===== config.mk =====
export PLATFORM = sky130hd
export DESIGN_NAME = sat_trail_agility
export DESIGN_NICKNAME = d
export VERILOG_FILES = /design/src/rtl/core/sat_assignment_trail_assert.svh /design/src/rtl/core/sat_trail_pkg.sv /design/src/rtl/core/sat_trail_agility.sv
export SDC_FILE = /design/constraint.sdc
export NUM_CORES = 1
export LEC_CHECK = 0
export BUFFER_PORTS_ARGS = -buffer_cell sky130_fd_sc_hd__buf_4
export CORE_MARGIN = 1.5
export CORE_UTILIZATION = 60
export DETAILED_ROUTE_END_ITERATION = 10
export PLACE_DENSITY_LB_ADDON = 0.25
export SYNTH_ARGS = -nofsm -noshare
export SYNTH_HDL_FRONTEND = slang
export SYNTH_SLANG_ARGS = --single-unit

===== constraint.sdc =====
create_clock -name vclk -period 10.8
set_input_delay 2.16 -clock vclk [all_inputs]
set_output_delay 2.16 -clock vclk [all_outputs]
set_load 0.005 [all_outputs]

===== src/rtl/core/sat_assignment_trail_assert.svh =====
// Assertion macros for the trail RTL.
// Included by modules that carry concurrent checks; no other dependencies.
`ifndef SAT_ASSIGNMENT_TRAIL_ASSERT_SVH
`define SAT_ASSIGNMENT_TRAIL_ASSERT_SVH

`ifndef ASSERT_OFF

// same-cycle implication
`define SAT_TRAIL_ASSERT_IMP(label, clk, rst, ante, cons, msg) \
  label: assert property (@(posedge clk) disable iff (rst) (ante) |-> (cons)) \
    else $error(msg);

// next-cycle implication
`define SAT_TRAIL_ASSERT_NXT(label, clk, rst, ante, cons, msg) \
  label: assert property (@(posedge clk) disable iff (rst) (ante) |=> (cons)) \
    else $error(msg);

`else

`define SAT_TRAIL_ASSERT_IMP(label, clk, rst, ante, cons, msg)
`define SAT_TRAIL_ASSERT_NXT(label, clk, rst, ante, cons, msg)

`endif

`endif


===== src/rtl/core/sat_trail_pkg.sv =====
// Shared types and constants for the assignment trail.
// No dependencies; imported by every trail module.
`timescale 1ns / 1ps

package sat_trail_pkg;

  localparam int VAR_COUNT = 1023;
  localparam int DEPTH     = 1024;
  localparam int ADDR_W    = 10;
  localparam int TRAIL_CAP = 1023;

  typedef enum logic [1:0] {
    OP_DECIDE  = 2'd0,
    OP_IMPLIED = 2'd1,
    OP_POP     = 2'd2,
    OP_NOP     = 2'd3
  } op_t;

  localparam logic [1:0] STATUS_OK        = 2'd0;
  localparam logic [1:0] STATUS_REJECT    = 2'd1;
  localparam logic [1:0] STATUS_EMPTY_POP = 2'd2;

  localparam logic [1:0] VAL_UNASSIGNED = 2'd0;
  localparam logic [1:0] VAL_FALSE      = 2'd1;
  localparam logic [1:0] VAL_TRUE       = 2'd2;

  localparam logic [1:0] PHASE_UNKNOWN = 2'd0;
  localparam logic [1:0] PHASE_FALSE   = 2'd1;
  localparam logic [1:0] PHASE_TRUE    = 2'd2;

  localparam logic [2:0]  ADDR_AGILITY_DECAY  = 3'd0;
  localparam logic [15:0] AGILITY_DECAY_RESET = 16'd65208;

  typedef struct packed {
    logic [ADDR_W-1:0] vid;
    logic              positive;
    logic              decision;
    logic [15:0]       reason;
  } trail_entry_t;

  // per-variable word: current value and saved phase
  typedef struct packed {
    logic [1:0] value;
    logic [1:0] phase;
  } var_word_t;

endpackage


===== src/rtl/core/sat_trail_agility.sv =====
// Agility average update in Q0.16: decay, then add (1 - g) on a phase flip.
// Depends on sat_trail_pkg.
`timescale 1ns / 1ps

module sat_trail_agility import sat_trail_pkg::*; (
  input  logic [15:0] avg,
  input  logic [15:0] decay,
  input  logic        flip,
  output logic [15:0] avg_next
);

  logic [31:0] prod;
  logic [15:0] scaled;
  logic [16:0] gain;
  logic [16:0] sum;

  assign prod   = avg * decay;
  assign scaled = prod[31:16];
  // 65536 - g, between 1 and 65536
  assign gain   = 17'h10000 - {1'b0, decay};
  assign sum    = {1'b0, scaled} + gain;

  always_comb begin
    if (!flip) begin
      avg_next = scaled;
    end else if (sum[16]) begin
      avg_next = 16'hFFFF;
    end else begin
      avg_next = sum[15:0];
    end
  end

endmodule


== After elaboration in Yosys (flattened, before gate mapping) ==
Index checks and enable logic that the tools add are counted.

* Bits in registers: 0
* Bits of input ports: 33
* Output and inout bits: 16
* Logic and storage cells: 5

* Add/sub/neg operators: 2
* Multiply operators: 1
* Mux-type cells: 2

{| class="wikitable"
|+ Operator list
! operator !! count
|-
| $mul A16 B16 Y32 || 1
|-
| $mux W16 || 2
|-
| $add A16 B17 Y17 || 1
|-
| $sub A17 B16 Y17 const A || 1
|}

== Longest topological paths before layout ==
* Word-level depth: 4
* Gate-level depth with buffers: 31
* Mapped depth without buffers: 29

== Least setup slack after synthesis ==
Ideal clock, no wire load.

* Kind: input to output
* Start point: input port decay[7]
* End point: output port avg_next[11]
* Data arrival time: 9.167 ns
* Data required time: 8.640 ns
* Path slack: -0.527 ns
* Stages on the path: 30
* Buffers on the path: 2
* Cell sequence: clkbuf_1 -> clkbuf_1 -> nand2_1 -> fa_1 -> inv_1 -> fa_1 -> inv_1 -> fa_1 -> inv_1 -> fa_1 -> fa_1 -> inv_1 -> fa_1 -> inv_1 -> ha_1 -> a21oi_1 -> o21ai_0 -> a41oi_1 -> o21a_1 -> a211oi_4 -> a221oi_2 -> xnor2_1 -> ha_1 -> o21ai_0 -> nand2b_1 -> and4_1 -> o21ai_1 -> a21oi_1 -> clkinv_1 -> a2bb2oi_1

* Cells in the longest elaborated chain, start to end: 4
* Elaborated cells between the ends (all ways): 5
* Classes of those cells: 2 x add/sub; 1 x mul; 2 x mux

{| class="wikitable"
|+ Ends and longest elaborated chain
! what !! line !! source
|-
| start: declaration || sat_trail_agility.sv:7 || <nowiki>input logic [15:0] decay,</nowiki>
|-
| $mul A16 B16 Y32 or $sub A17 B16 Y17 (tied branches) || sat_trail_agility.sv:17, sat_trail_agility.sv:20 ||
|-
| $add A16 B17 Y17 || sat_trail_agility.sv:21 || <nowiki>assign sum = {1'b0, scaled} + gain;</nowiki>
|-
| $mux W16 || sat_trail_agility.sv:26 || <nowiki>end else if (sum[16]) begin</nowiki>
|-
| $mux W16 (*) || sat_trail_agility.sv:24 || <nowiki>if (!flip) begin</nowiki>
|-
| end: declaration || sat_trail_agility.sv:9 || <nowiki>output logic [15:0] avg_next</nowiki>
|}

Mark *: on every way between the ends. The rest lies on a longest branch, timed or not.

== Final worst setup path ==
* Start point: input port avg[12]
* End point: output port avg_next[13]

* Cells in the longest elaborated chain, start to end: 4

{| class="wikitable"
|+ Ends and longest elaborated chain
! what !! line !! source
|-
| start: declaration || sat_trail_agility.sv:6 || <nowiki>input logic [15:0] avg,</nowiki>
|-
| $mul A16 B16 Y32 (*) || sat_trail_agility.sv:17 || <nowiki>assign prod = avg * decay;</nowiki>
|-
| $add A16 B17 Y17 || sat_trail_agility.sv:21 ||
|-
| $mux W16 || sat_trail_agility.sv:26 ||
|-
| $mux W16 (*) || sat_trail_agility.sv:24 ||
|}

Marked as above.

==> reports/results.ini <==
[routing]
drt-pass1-iter-count=5
wl_um=24640
first_iter_violations=421
drtAntennaViolNets=0
drc=0
wire_per_inst_um=17.28
vias_per_cell=5.522
vias=7875

[hold_path]
min_from=flip
min_path_cells=3
holdPathEnd=avg_next[6]
hold_path.class=in2out

[setup_path]
slowest_delay_ns=0.55
startpoint_type=input pin
critPathMaxFanout=7
crit_slowest_cell=fa_1
cp.arrival_ns=9.11
end_kind=output port
cp_top_family=adder cells
cp.required_ns=8.64
crit_path_frequent_cell=fa_1
path_class=in2out
worst-path-buf-inv=9

[logic_synthesis]
yosys_warnings=0
synth.most_common_cell=inv_1
ys_seq_area_share_pct=0
synth_commonest_cells=inv_1, fa_1, nand2_1
synth_area_leaders=fa_1, ha_1, inv_1
syn-cell-area_mm2=0.008955
yosys.cell_types.count=46
syn_inst=1053
synth_area_leader_cell=fa_1
syn_nets=1397
syn_area_per_cell_um2=8.504
synth_top_area_share_pct=43.37

[die]
pin_count=49
die-height_um=125.2
core_region_area_mm2=0.01453
num_rows=44
die_w_um=125.2
die_area_mm2=0.01567
initial_core_util_pct=61.61

[global_routing]
grt_max_degree=21
grt_usage_pct=29.84
gr-total-overflow=0
grt_pass1_vias=8489
antenna_found_initial=0
grt_first_pass_wirelength_um=38520

[run]
maxCapViolCount=0

[timing]
hold_viol_final=0
relSlewSlack_pct=55.61
slew_violations=0
final.setup.worst_slack_ns=-0.4661
fin_crit_sh_pct=104.3
fmax_mhz=88.76
fin_crit_ns=11.27
setup_viol=16
worst_slew_pin_slew_ns=0.6589
rsz0062_at_grt=yes

[clock_network]
cts_hold_buf=0

[place]
globalplace.congestion=0.8841
post-place-cells=1388
io_buffer_count=49
hpwl_um=18790

[run_status]
violations=negative setup slack
outcome=finished with violations

[cells_and_area]
n_antenna_cell=0
drive_above_1_share_pct=27.21
area_growth_pct=29.54
multi_input_area_mm2=0.008524
finalNonFillerCells=1426
regArea_um2=0
flops_and_latches=0
nNetsFinal=1588
fill_cells=909
clkbuf_count=0
fin_util_pct=79.81

[cells in the final DEF (no fill, tap or decap), drive strengths merged, types with 16 or more instances in the layout]
cell type,count
fa,194
o21ai,18
and2,116
ha,117
nand2,153
buf,225
nor2,24
a21oi,30
inv,247
xnor2,16
[cell type report]
class | instances | area share [%]
Tap cell | 184 | 1.985
Timing Repair inverter | 1 | 0.05393
Multi-Input combinational cell | 768 | 73.49
Timing Repair Buffer | 226 | 16.37
Inverter | 247 | 8.101
[how the worst max path moves through the flow]
stage / depth (start not counted) / endpoint / start
floorplan: 28 / avg_next[15] / decay[3]
global route: 31 / avg_next[13] / avg[12]
detailed placement: 29 / avg_next[11] / decay[4]
CTS: 27 / avg_next[14] / avg[4]
finish: 32 / avg_next[13] / avg[12]
global placement: 31 / avg_next[14] / avg[7]
[timing repair]
action / 4_1_cts / 5_1_grt
setup buffers: 18 / 18
endpoints found under the setup margin: 16 / 16
resized for setup: 115 / 63
gates cloned: 1 / 1
pin swaps: 61 / 37
[kinds of logic (layout without fill, tap and decap cells)]
logic type                 Yosys count  in the layout  share of synthesized area (%)
AOI/OAI and AO/OA                  102            102                          7.643
xor gates and xnor gates            26             26                          2.543
adders and majority gates          311            311                          59.72
buffers and inverters              285            474                          11.95
muxes                                2              2                         0.2236
and+or+nand+nor                    327            327                          17.93
[through the flow]
stage	cell area, µm²	TNS, ns	hold WS, ns	setup slack, ns
after floorplan	9061	0	4.490	0.0003482
after global placement	10500	-6.543	4.790	-0.4970
after detailed placement	10500	-8.006	4.798	-0.6115
after CTS	11150	-2.821	4.823	-0.2310
after global routing	11600	-9.156	4.845	-0.6864
final	11600	-5.751	4.840	-0.4661
[layer usage]
layer / track usage (%) / wire length [µm] / share of wire, %
met4: 8.757 / 977 / 4.0
met3: 0.8130 / 830 / 3.4
met2: 58.82 / 13780 / 56
met1: 35.17 / 9057 / 37
met5: 0 / 0 / 0
Power is left out: the tool's default activity adds up to more than one toggle a clock period on the data nets, which glitch-free logic cannot reach.
